==> src/design/qrs_pkg.sv <==
`default_nettype none
// ----------------------------------------------------------------------------
// qrs_pkg
// Types and constants shared by the quadratic root solver modules.
// ----------------------------------------------------------------------------
package qrs_pkg;

   localparam int COEF_W      = 16;                 // Q8.8 coefficients
   localparam int PROD_W      = 2 * COEF_W;         // a*c, b*b
   localparam int DISC_W      = PROD_W + 3;         // b*b - 4ac, signed
   localparam int MAG_W       = PROD_W + 2;         // |disc|, kept even
   localparam int ROOT_W      = MAG_W / 2;          // isqrt(|disc|)
   localparam int SQRT_STEPS  = ROOT_W;
   localparam int SQ_REM_W    = ROOT_W + 3;
   localparam int NUM_W       = ROOT_W;             // |-b +/- s|
   localparam int NSUM_W      = NUM_W + 2;          // signed numerator
   localparam int DEN_W       = COEF_W + 1;         // |2a|
   localparam int OUT_W       = 32;
   localparam int OUT_FRAC    = 16;
   localparam int QUO_W       = NUM_W + OUT_FRAC;   // unsaturated quotient
   localparam int DIV_STEPS   = QUO_W;
   localparam int DREM_W      = DEN_W + 1;
   localparam int QUEUE_DEPTH = 4;
   localparam int QPTR_W      = $clog2(QUEUE_DEPTH);

   typedef enum logic [1:0] {
      KIND_DISTINCT = 2'd0,
      KIND_EQUAL    = 2'd1,
      KIND_COMPLEX  = 2'd2,
      KIND_A_ZERO   = 2'd3
   } root_kind_type;

   typedef struct packed {
      logic signed [COEF_W-1:0] coef_a;
      logic signed [COEF_W-1:0] coef_b;
      logic signed [COEF_W-1:0] coef_c;
   } req_type;

   typedef struct packed {
      root_kind_type           root_kind;
      logic signed [OUT_W-1:0] first_value;
      logic signed [OUT_W-1:0] second_value;
   } rsp_type;

   // classified transaction, front to back
   typedef struct packed {
      root_kind_type            kind;
      logic [MAG_W-1:0]         disc_mag;
      logic signed [COEF_W-1:0] coef_a;
      logic signed [COEF_W-1:0] coef_b;
   } class_type;

   // square root result with the coefficients it needs downstream
   typedef struct packed {
      root_kind_type            kind;
      logic [ROOT_W-1:0]        root;
      logic signed [COEF_W-1:0] coef_a;
      logic signed [COEF_W-1:0] coef_b;
   } root_type;

endpackage : qrs_pkg
`default_nettype wire

==> src/design/qrs_queue.sv <==
`default_nettype none
// ----------------------------------------------------------------------------
// qrs_queue
// Short FIFO decoupling the classifier from the root pipeline.
// ----------------------------------------------------------------------------
module qrs_queue import qrs_pkg::*; (
   input  wire logic      clock,
   input  wire logic      reset,
   input  wire logic      push,
   input  wire class_type push_item,
   input  wire logic      pop,
   output logic           empty,
   output logic           full,
   output class_type      head
);

   class_type         mem_ff [QUEUE_DEPTH];
   logic [QPTR_W-1:0] wr_ptr_ff, wr_ptr_in, rd_ptr_ff, rd_ptr_in;
   logic [QPTR_W:0]   count_ff, count_in;
   logic              do_push, do_pop;

   always_comb begin
      empty     = (count_ff == '0);
      full      = (count_ff == (QPTR_W+1)'(QUEUE_DEPTH));
      do_pop    = pop && !empty;
      do_push   = push && (!full || do_pop);
      wr_ptr_in = do_push ? wr_ptr_ff + 1'b1 : wr_ptr_ff;
      rd_ptr_in = do_pop ? rd_ptr_ff + 1'b1 : rd_ptr_ff;
      count_in  = count_ff + (QPTR_W+1)'(do_push) - (QPTR_W+1)'(do_pop);
      head      = mem_ff[rd_ptr_ff];
   end

   always_ff @(posedge clock) begin
      if (reset) begin
         wr_ptr_ff <= '0;
         rd_ptr_ff <= '0;
         count_ff  <= '0;
      end else begin
         wr_ptr_ff <= wr_ptr_in;
         rd_ptr_ff <= rd_ptr_in;
         count_ff  <= count_in;
      end
   end

   always_ff @(posedge clock) begin
      if (do_push) mem_ff[wr_ptr_ff] <= push_item;
   end

endmodule : qrs_queue
`default_nettype wire

==> config.mk <==
export PLATFORM = sky130hd
export DESIGN_NAME = qrs_queue
export DESIGN_NICKNAME = d
export VERILOG_FILES = /design/src/design/qrs_pkg.sv /design/src/design/qrs_queue.sv
export SDC_FILE = /design/constraint.sdc
export NUM_CORES = 1
export LEC_CHECK = 0
export BUFFER_PORTS_ARGS = -buffer_cell sky130_fd_sc_hd__buf_2
export CAP_MARGIN = 30
export CORE_MARGIN = 1
export CORE_UTILIZATION = 32
export CTS_BUF_LIST = sky130_fd_sc_hd__clkbuf_16
export DETAILED_ROUTE_END_ITERATION = 6
export PLACE_DENSITY = 0.54
export SLEW_MARGIN = 20
export SYNTH_ARGS = -nofsm -noshare
export SYNTH_HDL_FRONTEND = slang
export SYNTH_SLANG_ARGS = --single-unit
==> constraint.sdc <==
create_clock -name clock -period 5.62 [get_ports clock]
set_clock_uncertainty 0.2 [all_clocks]
set_input_delay 0.843 -clock clock [delete_from_list [all_inputs] [get_ports clock]]
set_output_delay 0.843 -clock clock [all_outputs]
set_load 0.005 [all_outputs]
# Word-level counts from Yosys, hierarchy flattened

Memories as Yosys holds them, arrays and structs flattened. A register that Yosys moved wholly into a read port is not among the register bits.
Cells that the tools add are included.

Register bits: 7
Latch bits: 0
RAM bits: 272
ROM bits: 0
Input bits: 72
Output and inout port bits: 70
Memories kept: 1

Add/sub/neg operators: 4
Multipliers: 0
Div/mod/pow operators: 0
Magnitude comparators: 0
Eq/ne operators: 1
Shift-type cells: 0
Mux-type cells: 4
Bitwise logic cells: 0
Reductions and logical operators: 6

Memory list:

| memory | words | width | read ports | clocked after memory_dff | write ports | RTL line        | text |
|---|---|---|---|---|---|---|---|
| mem_ff | 4     | 68    | 1          | 1                        | 1           | qrs_queue.sv:17 | `class_type mem_ff [QUEUE_DEPTH];` |

Operators by type and width:

| operator            | count |
|---|---|
| $add 2x1->2 const B | 2 |
| $mux 2              | 2 |
| $add 3x1->3         | 1 |
| $eq 3x3->1 const B  | 1 |
| $logic_not 3->1     | 1 |
| $sub 3x1->3         | 1 |
| $logic_and 1x1->1   | 2 |
| $logic_not 1->1     | 2 |
| $mux 1              | 2 |
| $logic_or 1x1->1    | 1 |

# Longest topological paths before layout

Gate-level depths: netlist of the first run.

Word-level depth: 7
Mapped depth: 8

# Worst setup path before layout of the first run

Ideal clock, no wire load.

Kind: input port to flip-flop
Start: input pop
End: memory mem_ff[0][0] (netlist bit), enable pin
Setup time: 0.433 ns
Arrival: 2.752 ns
Data required time: 4.987 ns
Setup slack: 2.234 ns
Stages on the path: 3
Cells stage by stage: inv_1 > a21boi_2 > and2_1

Cells in the longest elaborated chain, start to end: 5

RTL lines:

| what                         | RTL line        | text |
|---|---|---|
| start, declared              | qrs_queue.sv:11 | `input wire logic pop,` |
| $logic_and 1x1->1            | qrs_queue.sv:25 | `do_pop = pop && !empty;` |
| $logic_or 1x1->1             | qrs_queue.sv:26 | `do_push = push && (!full \|\| do_pop);` |
| $logic_and 1x1->1            | qrs_queue.sv:26 |  |
| $mux 1                       | qrs_queue.sv:46 | `if (do_push) mem_ff[wr_ptr_ff] <= push_item;` |
| $mux 1 (implied by the code) | qrs_queue.sv:46 |  |
| end, declared                | qrs_queue.sv:17 |  |

Every way passes these cells.

==> results.txt, run 1 <==
status: finished clean
yosys warns: 0
Final Hold Viols: 0
crit path kind: flip-flop to output port
cts bufs inserted: 30
f_max: 0.273 GHz
core outline area: 31,600 um2
EDFF count, synth: 272
vias in the first global route: 5,211
fin nets: 644
sequential area share after synthesis: 0.810
cts hold-fix bufs: 0
GPL Wtd Cong: 0.673
Sequential Power Share: 0.477
CP arrival: 2630 ps
combinational share of power: 0.192
CP startpoint kind: flip-flop
Cell Area, Placed: 11,500 um2
final total power: 5.53 mW
post-route cell area: 12,400 um2
CP Cell Sequence: buf_4 > mux4_2 > buf_2
unrepaired setup endpoints after global routing: false
PwrDens: 446 nW/um2
power share of the clock group: 0.331
cts repair resizes: 0
fin cells: 992
DR iter-0 viols: 275
RR Endpoint: mem_ff[3][51]$_DFFE_PP_
Critical Path Fanout Max: 33
minimum setup slack after placement: 2400 ps
clk slew on worst S/H paths: 60 ps
fin crit share: 0.653
final critical-path required period: 3670 ps
DR pass1 iterations: 5
first-pass GRT wire length: 30,100 um
Worst R2R Setup Slack: 2980 ps
synthesized net count: 481
setup tns final: 0 ps
maxcap violations: 0
initial antenna violation count: 0
Longest Clk Path Bufs: 3
worst reg2reg startpoint: count_ff[1]$_SDFF_PP0_
CP endpoint: head[62]
number of buffers added on ports: 141
die width: 181 um
Placed Cells: 936
Yosys reg bits: 281
GRT overflow: 0
Lkg Pwr: 4.16 nW
Netlist cell types: 26
Power Internal: 4.17 mW
TritonCTS clock tree: yes
hold crit path type: primary input to flip-flop
antenna fix cells: 0
# IOs: 142
Area growth syn-to-layout: 20.5%
Largest stage delay, worst path: 800 ps
fin. max-slew vios: 0
via count: 4,597
Post-Syn Area: 10,300 um2
critical path's slowest cell: dfxtp_4
worst slew pin tran: 742 ps
final setup fails: 0
CP Capture Type: output port
Relative slew margins: 0.505
clk_lat worst skew: 540 ps
Die Ht: 181 um
hold path start: push_item[23]
Final Worst Setup Slack: 1950 ps
row count: 65
clock root buffer: clkbuf_16
Psw: 1.36 mW
Post-Route Utilization: 0.393
initial core utilization: 0.326
cell count after synthesis: 403
Die ar.: 32,900 um2
wire per inst: 19.6 um
vias per cell: 4.63
pin count of the biggest net entering global routing: 44
sw frac: 0.246
Clock Sinks: 281
VDD IR max: 0.222 mV
setup bufs post-CTS: 0
hold slack: 316 ps
Detailed Route WL: 19,400 um
H-tree Lvls: 1
Most used DFF post-synth: edfxtp_1
Mapped Avg Cell Area: 25.6 um2
overall global routing resource usage: 0.119
Post-DRT Antenna Nets: 0
hpwl dp: 11,900 um
Worst Path Required: 4580 ps
ys async rst share: 0
Reg2Reg Depth: 4
drc violations: 0
layout cell share with drive strength beyond 1: 0.454
-- cell usage after synthesis, types with 2 or more instances --
cell type | count | share of area
inv_1 | 4 | 0.0015
xnor2_1 | 2 | 0.0017
clkbuf_1 | 5 | 0.0018
nor2_1 | 6 | 0.0022
and2_1 | 4 | 0.0024
buf_4 | 4 | 0.0029
ha_1 | 5 | 0.0061
mux4_2 | 68 | 0.15
nand2b_1 | 2 | 0.0012
buf_2 | 4 | 0.0019
xor2_1 | 2 | 0.0017
dfxtp_1 | 9 | 0.017
edfxtp_1 | 272 | 0.79
nor2b_1 | 2 | 0.0012
buf_12 | 3 | 0.0058
-- critical path, delay by kind of cell (launching register included) --
| kind | cells | cell delay, ps |
|---|---|---|
| muxes | 1 | 600 |
| buffers and inverters | 2 | 660 |
| DFF | 1 | 800 |
-- cell families (layout without fill, tap and decap cells) --
group                      after synthesis  count (layout)  synth area share
muxes                                   70              70             0.151
buffers and inverters                   21             208            0.0151
DFF                                    281             281             0.810
and+or+nand+nor                         17              17           0.00935
adders and majority gates                6               6           0.00801
xor gates and xnor gates                 4               4           0.00340
AOI/OAI and AO/OA                        4               4           0.00364
-- cells in the final DEF (no fill, tap or decap), types with 3 or more instances in the layout --
cell type   netlist  routed
buf_2             4     141
inv_1             4      14
edfxtp_1        272     272
ha_1              5       5
mux4_2           68      68
and2_4            0       4
buf_4             4       5
dfxtp_1           9       7
clkinvlp_4        0       3
nor2_1            6       6
clkinv_1          0       4
clkinv_2          0       6
clkbuf_16         0      31
-- worst min-delay path by stage --
stage          cells past startpoint                   endpoint  slack (ps)
2_1_floorplan                      2  wr_ptr_ff[1]$_SDFFE_PP0P_         280
3_3_place_gp                       2  wr_ptr_ff[1]$_SDFFE_PP0P_         300
3_5_place_dp                       2  rd_ptr_ff[0]$_SDFFE_PP0N_         320
4_1_cts                            1    mem_ff[2][27]$_DFFE_PP_         280
5_1_grt                            1    mem_ff[1][21]$_DFFE_PP_         290
6_report                           1    mem_ff[2][23]$_DFFE_PP_         320
-- sequential cells by signal (all words and copies together) (netlist names), named ones only --
signal     cells
count_ff       3
wr_ptr_ff      2
rd_ptr_ff      2
mem_ff       272
-- power groups by stage --
| stage | Sequential [mW] | Clock, mW | Combinational (mW) |
|---|---|---|---|
| 6_report | 2.64 | 1.83 | 1.06 |
| 2_1_floorplan | 2.59 | 0 | 0.778 |
| 5_1_grt | 2.67 | 1.97 | 1.16 |
| 3_3_place_gp | 2.71 | 0 | 1.05 |
| 3_5_place_dp | 2.70 | 0 | 1.10 |
| 4_1_cts | 2.65 | 1.89 | 1.10 |
-- routing by layer --
layer	GRT usage	vias to the layer above	part of all wire	wire (um)
li1	-	2039	-	-
met1	0.152	2393	0.42	8060
met2	0.204	131	0.51	9890
met3	0.0255	34	0.055	1070
met4	0.0346	0	0.020	389
met5	0	-	0	0
-- layout make-up --
| type | instances | area [um2] |
|---|---|---|
| Tap cell | 402 | 503 |
| Multi-Input combinational cell | 101 | 1810 |
| Inverter | 4 | 15.0 |
| Clock buffer | 31 | 776 |
| Fill cell | 2794 | 19200 |
| Timing Repair Buffer | 148 | 791 |
| Clock inverter | 25 | 165 |
| Sequential cell | 281 | 8360 |
Note: power is estimated with default switching activity, not from simulation.
==> run 2, diff against run 1 <==
Settings changed: ABC_AREA set to 1, PLACE_DENSITY 0.54 to 0.55.
Clock period 5.62 ns to 3.3 ns, I/O delays scaled along.
==> run 2 against run 1 <==
Critical path type unchanged. Sequential share of layout area shrank 4.7 points. Largest power group unchanged. Register-to-register slack worse by 1800 ps. Final cell count grew 42%.
==> results.txt, run 2 <==
commonest cells after routing, fill and taps aside: edfxtp_1, nor2_1, buf_2, o21ai_0, dlygate4sd3_1
Filler Cell Count: 2,987
fin crit share: 0.889
Reg2Reg Depth: 5
max reg flops: 272
synthesized net count: 804
Detailed Route WL: 22,900 um
GPL Wtd Cong: 0.681
dominant cells by area after synthesis: edfxtp_1, o21ai_0, nor2_1, o22ai_1, dfxtp_1
largest registers: mem_ff x272, count_ff x3
Netlist cell types: 21
wire per inst: 16.3 um
cell count after synthesis: 726
Synth Area in Compound Gates: 0.107
CP Capture Type: output port
final critical-path required period: 2930 ps
main combinational cell family by area after synthesis: compound AO/OA/AOI/OAI gates
Die Ht: 184 um
Area growth syn-to-layout: 26.5%
Cell Area, Placed: 11,700 um2
GRT overflow: 0
H-tree Lvls: 1
worst reg2reg startpoint: count_ff[1]$_SDFF_PP0_
yosys warns: 0
Most used DFF post-synth: edfxtp_1
cts repair resizes: 0
unrepaired setup endpoints after global routing: false
number of buffers added on ports: 141
multiplexer share of the synthesized area: 0
Critical Path Fanout Max: 71
initial core utilization: 0.325
hold crit path type: primary input to flip-flop
PwrDens: 708 nW/um2
final setup fails: 0
Synth Area in XOR/XNOR: 0.000830
die width: 184 um
initial antenna violation count: 2
crit path kind: flip-flop to output port
clock root buffer: clkbuf_16
clk slew on worst S/H paths: 60 ps
row count: 66
DR pass1 iterations: 4
Post-synth top cells: edfxtp_1, nor2_1, o21ai_0, o22ai_1, inv_1
setup tns final: 0 ps
f_max: 0.341 GHz
maxcap violations: 0
via count: 6,423
most frequent cell after synthesis: edfxtp_1
ys async rst share: 0
Synth Area in Adders: 0.00783
Synth area leader: edfxtp_1
layout cell share with drive strength beyond 1: 0.214
first-pass GRT wire length: 35,000 um
vias in the first global route: 6,285
Lkg Pwr: 4.71 nW
clk_lat worst skew: 540 ps
RR Endpoint: mem_ff[0][46]$_DFFE_PP_
cts bufs inserted: 30
simple-gate share of the synthesized area: 0.0607
fin. max-slew vios: 0
Synth top area share: 0.774
post-route cell area: 13,300 um2
pin count of the biggest net entering global routing: 137
status: finished clean
Mapped Avg Cell Area: 14.5 um2
Longest Clk Path Bufs: 3
TritonCTS clock tree: yes
most common cell after layout, fill and taps aside: edfxtp_1
sequential area share after synthesis: 0.791
hpwl dp: 12,200 um
VDD IR max: 0.442 mV
fin nets: 1,017
core outline area: 32,500 um2
drc violations: 0
Hold Path Stages: 3
hold path start: pop
CP startpoint kind: flip-flop
Yosys reg bits: 281
Post-DRT Antenna Nets: 0
most flop-heavy register: mem_ff
Worst Path Required: 2600 ps
CP arrival: 2240 ps
Post-Syn Area: 10,500 um2
Clock Sinks: 281
DR iter-0 viols: 461
# IOs: 142
overall global routing resource usage: 0.135
Final Hold Viols: 0
hold slack: 84.9 ps
EDFF count, synth: 272
Worst R2R Setup Slack: 1180 ps
Relative slew margins: 0.487
worst slew pin tran: 769 ps
Die ar.: 33,700 um2
vias per cell: 4.57
-- run 2: cell count changes after synthesis, sizes merged, moves of 4 or more --
cell | previous run | this run
nor2 | 6 | 147
nand2 | 0 | 14
and2 | 4 | 0
inv | 4 | 18
a21oi | 0 | 5
buf | 12 | 22
nand3 | 0 | 6
o22ai | 0 | 68
clkbuf | 5 | 21
mux4 | 68 | 0
o21ai | 0 | 136
-- run 2: layer usage --
metal	vias to the layer above	global-route usage	part of all wire
met5	-	0	0
met4	0	0.0373	0.024
met2	128	0.223	0.47
met3	36	0.0275	0.049
met1	3117	0.180	0.46
li1	3142	-	-
-- run 2: area by class of cell --
class | count | area [um2] | share of cell area
flip-flops and latches | 281 | 8350 | 0.626
diodes | 2 | 5.00 | 0.000375
multi-input cells | 384 | 1890 | 0.142
clock buffers | 31 | 776 | 0.0581
repair buffers | 224 | 1540 | 0.115
inverters | 18 | 72.6 | 0.00544
clock inverters | 23 | 153 | 0.0114
well taps | 442 | 553 | 0.0414
-- run 2: cells by family after synthesis --
kind of cell               Yosys count
DFF                                281
AOI/OAI and AO/OA                  209
buffers and inverters               61
xor gates and xnor gates             1
adders and majority gates            6
and+or+nand+nor                    168
-- run 2: where the power goes --
group	switching [mW]	internal, mW	total [mW]
sequential	0.0731	4.23	4.31
clock	1.28	1.84	3.12
combinational	1.28	0.736	2.02
total	2.64	6.81	9.44
-- run 2: timing repair --
item	in CTS	in global routing
endpoints found under the hold margin	276	0
hold buffers	69	0
buffers inserted	0	0
-- run 2: critical path, stage by stage (launching register included) --
cell and delay, ps:
dfxtp_4 360, inv_6 360, buf_4 400, o21ai_0 140, o22ai_1 220, buf_2 160
-- run 2: stage by stage --
stage | power (mW) | instances | utilization | setup WS (ps)
5_1_grt | 9.98 | 1404 | 0.411 | 199
6_report | 9.44 | 1405 | 0.411 | 366
4_1_cts | 9.61 | 1403 | 0.411 | 264
2_1_floorplan | 5.57 | 726 | - | -1030
3_5_place_dp | 6.39 | 1280 | 0.361 | 916
3_3_place_gp | 6.37 | 1280 | 0.361 | 917
-- run 2: how the worst max path moves through the flow --
stage | end | slack (ps) | cells after the start | from
after floorplan | mem_ff[0][0]$_DFFE_PP_ | -1030 | 4 | pop
final | head[8] | 370 | 5 | flip-flop
after detailed placement | mem_ff[0][46]$_DFFE_PP_ | 920 | 6 | pop
after CTS | head[8] | 260 | 5 | flip-flop
after global routing | head[8] | 200 | 5 | flip-flop
after global placement | mem_ff[0][39]$_DFFE_PP_ | 920 | 6 | pop
==> run 3, diff against run 2 <==
Settings changed: PLACE_DENSITY 0.55 to 0.53.
Clock period 3.3 ns to 2.7 ns, I/O delays scaled along.
==> run 3 against run 2 <==
Combinational power is 27% higher. Power up 23%. Worst setup slack lost 220 ps. Wire length rose by 3.1%. Die area unchanged. Via count is 1.3% higher. Non-clock buffer count grew 5. Clock power grew 22%. Core utilization increased by 0.35 points. Sequential cell count stayed put. Largest power group unchanged. Highest routed layer unchanged.
==> results.txt, run 3 (synthesis results as in run 2) <==
Worst Path Required: 2100 ps
commonest cells after routing, fill and taps aside: edfxtp_1, nor2_1, buf_2, o21ai_0, dlygate4sd3_1
GPL Wtd Cong: 0.686
die width: 184 um
GRT overflow: 0
fin cells: 1,410
max reg flops: 272
Die Ht: 184 um
status: finished clean
hold crit path type: flip-flop to flip-flop
fin. max-slew vios: 0
clk_lat worst skew: 550 ps
fin crit share: 0.944
DR pass1 iterations: 6
overall global routing resource usage: 0.140
vias per cell: 4.62
most common cell after layout, fill and taps aside: edfxtp_1
Detailed Route WL: 23,700 um
f_max: 0.392 GHz
Final Hold Viols: 0
VDD IR max: 0.485 mV
core outline area: 32,500 um2
CP startpoint kind: flip-flop
fin nets: 1,022
most flop-heavy register: mem_ff
post-route cell area: 13,500 um2
Longest Clk Path Bufs: 3
maxcap violations: 0
Die ar.: 33,700 um2
largest registers: mem_ff x272, count_ff x3
initial antenna violation count: 1
CP Capture Type: output port
hpwl dp: 13,000 um
clk slew on worst S/H paths: 60 ps
DR iter-0 viols: 262
final total power: 11.7 mW
row count: 66
CP arrival: 1940 ps
final critical-path required period: 2550 ps
TritonCTS clock tree: yes
clock root buffer: clkbuf_16
PwrDens: 866 nW/um2
Placed Cells: 1,283
Reg area: 8350 um2
vias in the first global route: 6,454
Lkg Pwr: 4.75 nW
Area growth syn-to-layout: 27.6%
cts bufs inserted: 30
Cell Area, Placed: 11,800 um2
crit path kind: flip-flop to output port
Critical Path Fanout Max: 32
setup bufs post-CTS: 0
worst slew pin tran: 451 ps
first-pass GRT wire length: 36,200 um
drc violations: 0
final setup fails: 0
setup tns final: 0 ps
Multi-input gate area: 1890 um2
layout cell share with drive strength beyond 1: 0.215
initial core utilization: 0.325
wire per inst: 16.8 um
via count: 6,509
# IOs: 142
pin count of the biggest net entering global routing: 89
number of buffers added on ports: 141
H-tree Lvls: 1
Filler Cell Count: 3,073
Relative slew margins: 0.699
Clock Sinks: 281
Post-DRT Antenna Nets: 0
unrepaired setup endpoints after global routing: false
## run 3: changes by cell type in the layout (fill, tap and decap cells not counted), sizes merged
cell,previous run,this run
buf,155,158
clkinv,15,13
clkinvlp,1,3
dlygate4sd3,69,71
inv,23,25
clkbuf,31,30
diode,2,1
## run 3: power by group
group | switching (mW) | total [mW] | internal, mW
Clock | 1.61 | 3.82 | 2.21
Combinational | 1.61 | 2.57 | 0.961
Sequential | 0.0940 | 5.27 | 5.17
Total | 3.32 | 11.7 | 8.34
## run 3: final cells by class
cell class              count  share of cell area
flip-flops and latches    281               0.621
multi-input cells         384               0.141
repair buffers            229               0.122
clock buffers              30              0.0558
well taps                 442              0.0411
clock inverters            25              0.0137
inverters                  18             0.00558
diodes                      1            0.000186
## run 3: worst max-delay path, stage by stage (launching register included)
cell and delay, ps:
dfxtp_2 330, inv_2 70, buf_4 360, o21ai_0 170, o22ai_1 270, buf_2 190
## run 3: path summary, 6_finish.rpt
path / slack, ps / from / depth (start not counted) / end
setup / recovery: 150 / flip-flop / 5 / head[11]
hold / removal: 310 / rd_ptr_ff[0]$_SDFFE_PP0N_ / 2 / rd_ptr_ff[0]$_SDFFE_PP0N_
setup reg to reg: 620 / count_ff[1]$_SDFF_PP0_ / 9 / count_ff[2]$_SDFF_PP0_
hold reg to reg: 310 / rd_ptr_ff[0]$_SDFFE_PP0N_ / 2 / rd_ptr_ff[0]$_SDFFE_PP0N_
## run 3: stage by stage
| step | hold slack (ps) | setup WS [ps] | utilization |
|---|---|---|---|
| 3_3_place_gp | 293 | 491 | 0.364 |
| 5_1_grt | 340 | 14.9 | 0.415 |
| 2_1_floorplan | 260 | -451 | - |
| 3_5_place_dp | 303 | 503 | 0.364 |
| 4_1_cts | 312 | 30.3 | 0.414 |
| 6_report | 311 | 151 | 0.415 |
## run 3: layer usage
layer	GRT usage	wire, um	vias up
met5	0	0	-
met1	0.185	10700	3159
met2	0.238	11400	150
li1	-	-	3163
met3	0.0238	1050	37
met4	0.0383	513	0
## run 3: repair_timing
action | CTS | global route
endpoints found under the setup margin | 0 | 12
gates resized for setup | 0 | 2
hold buffers | 71 | 0
endpoints found under the hold margin | 281 | 0
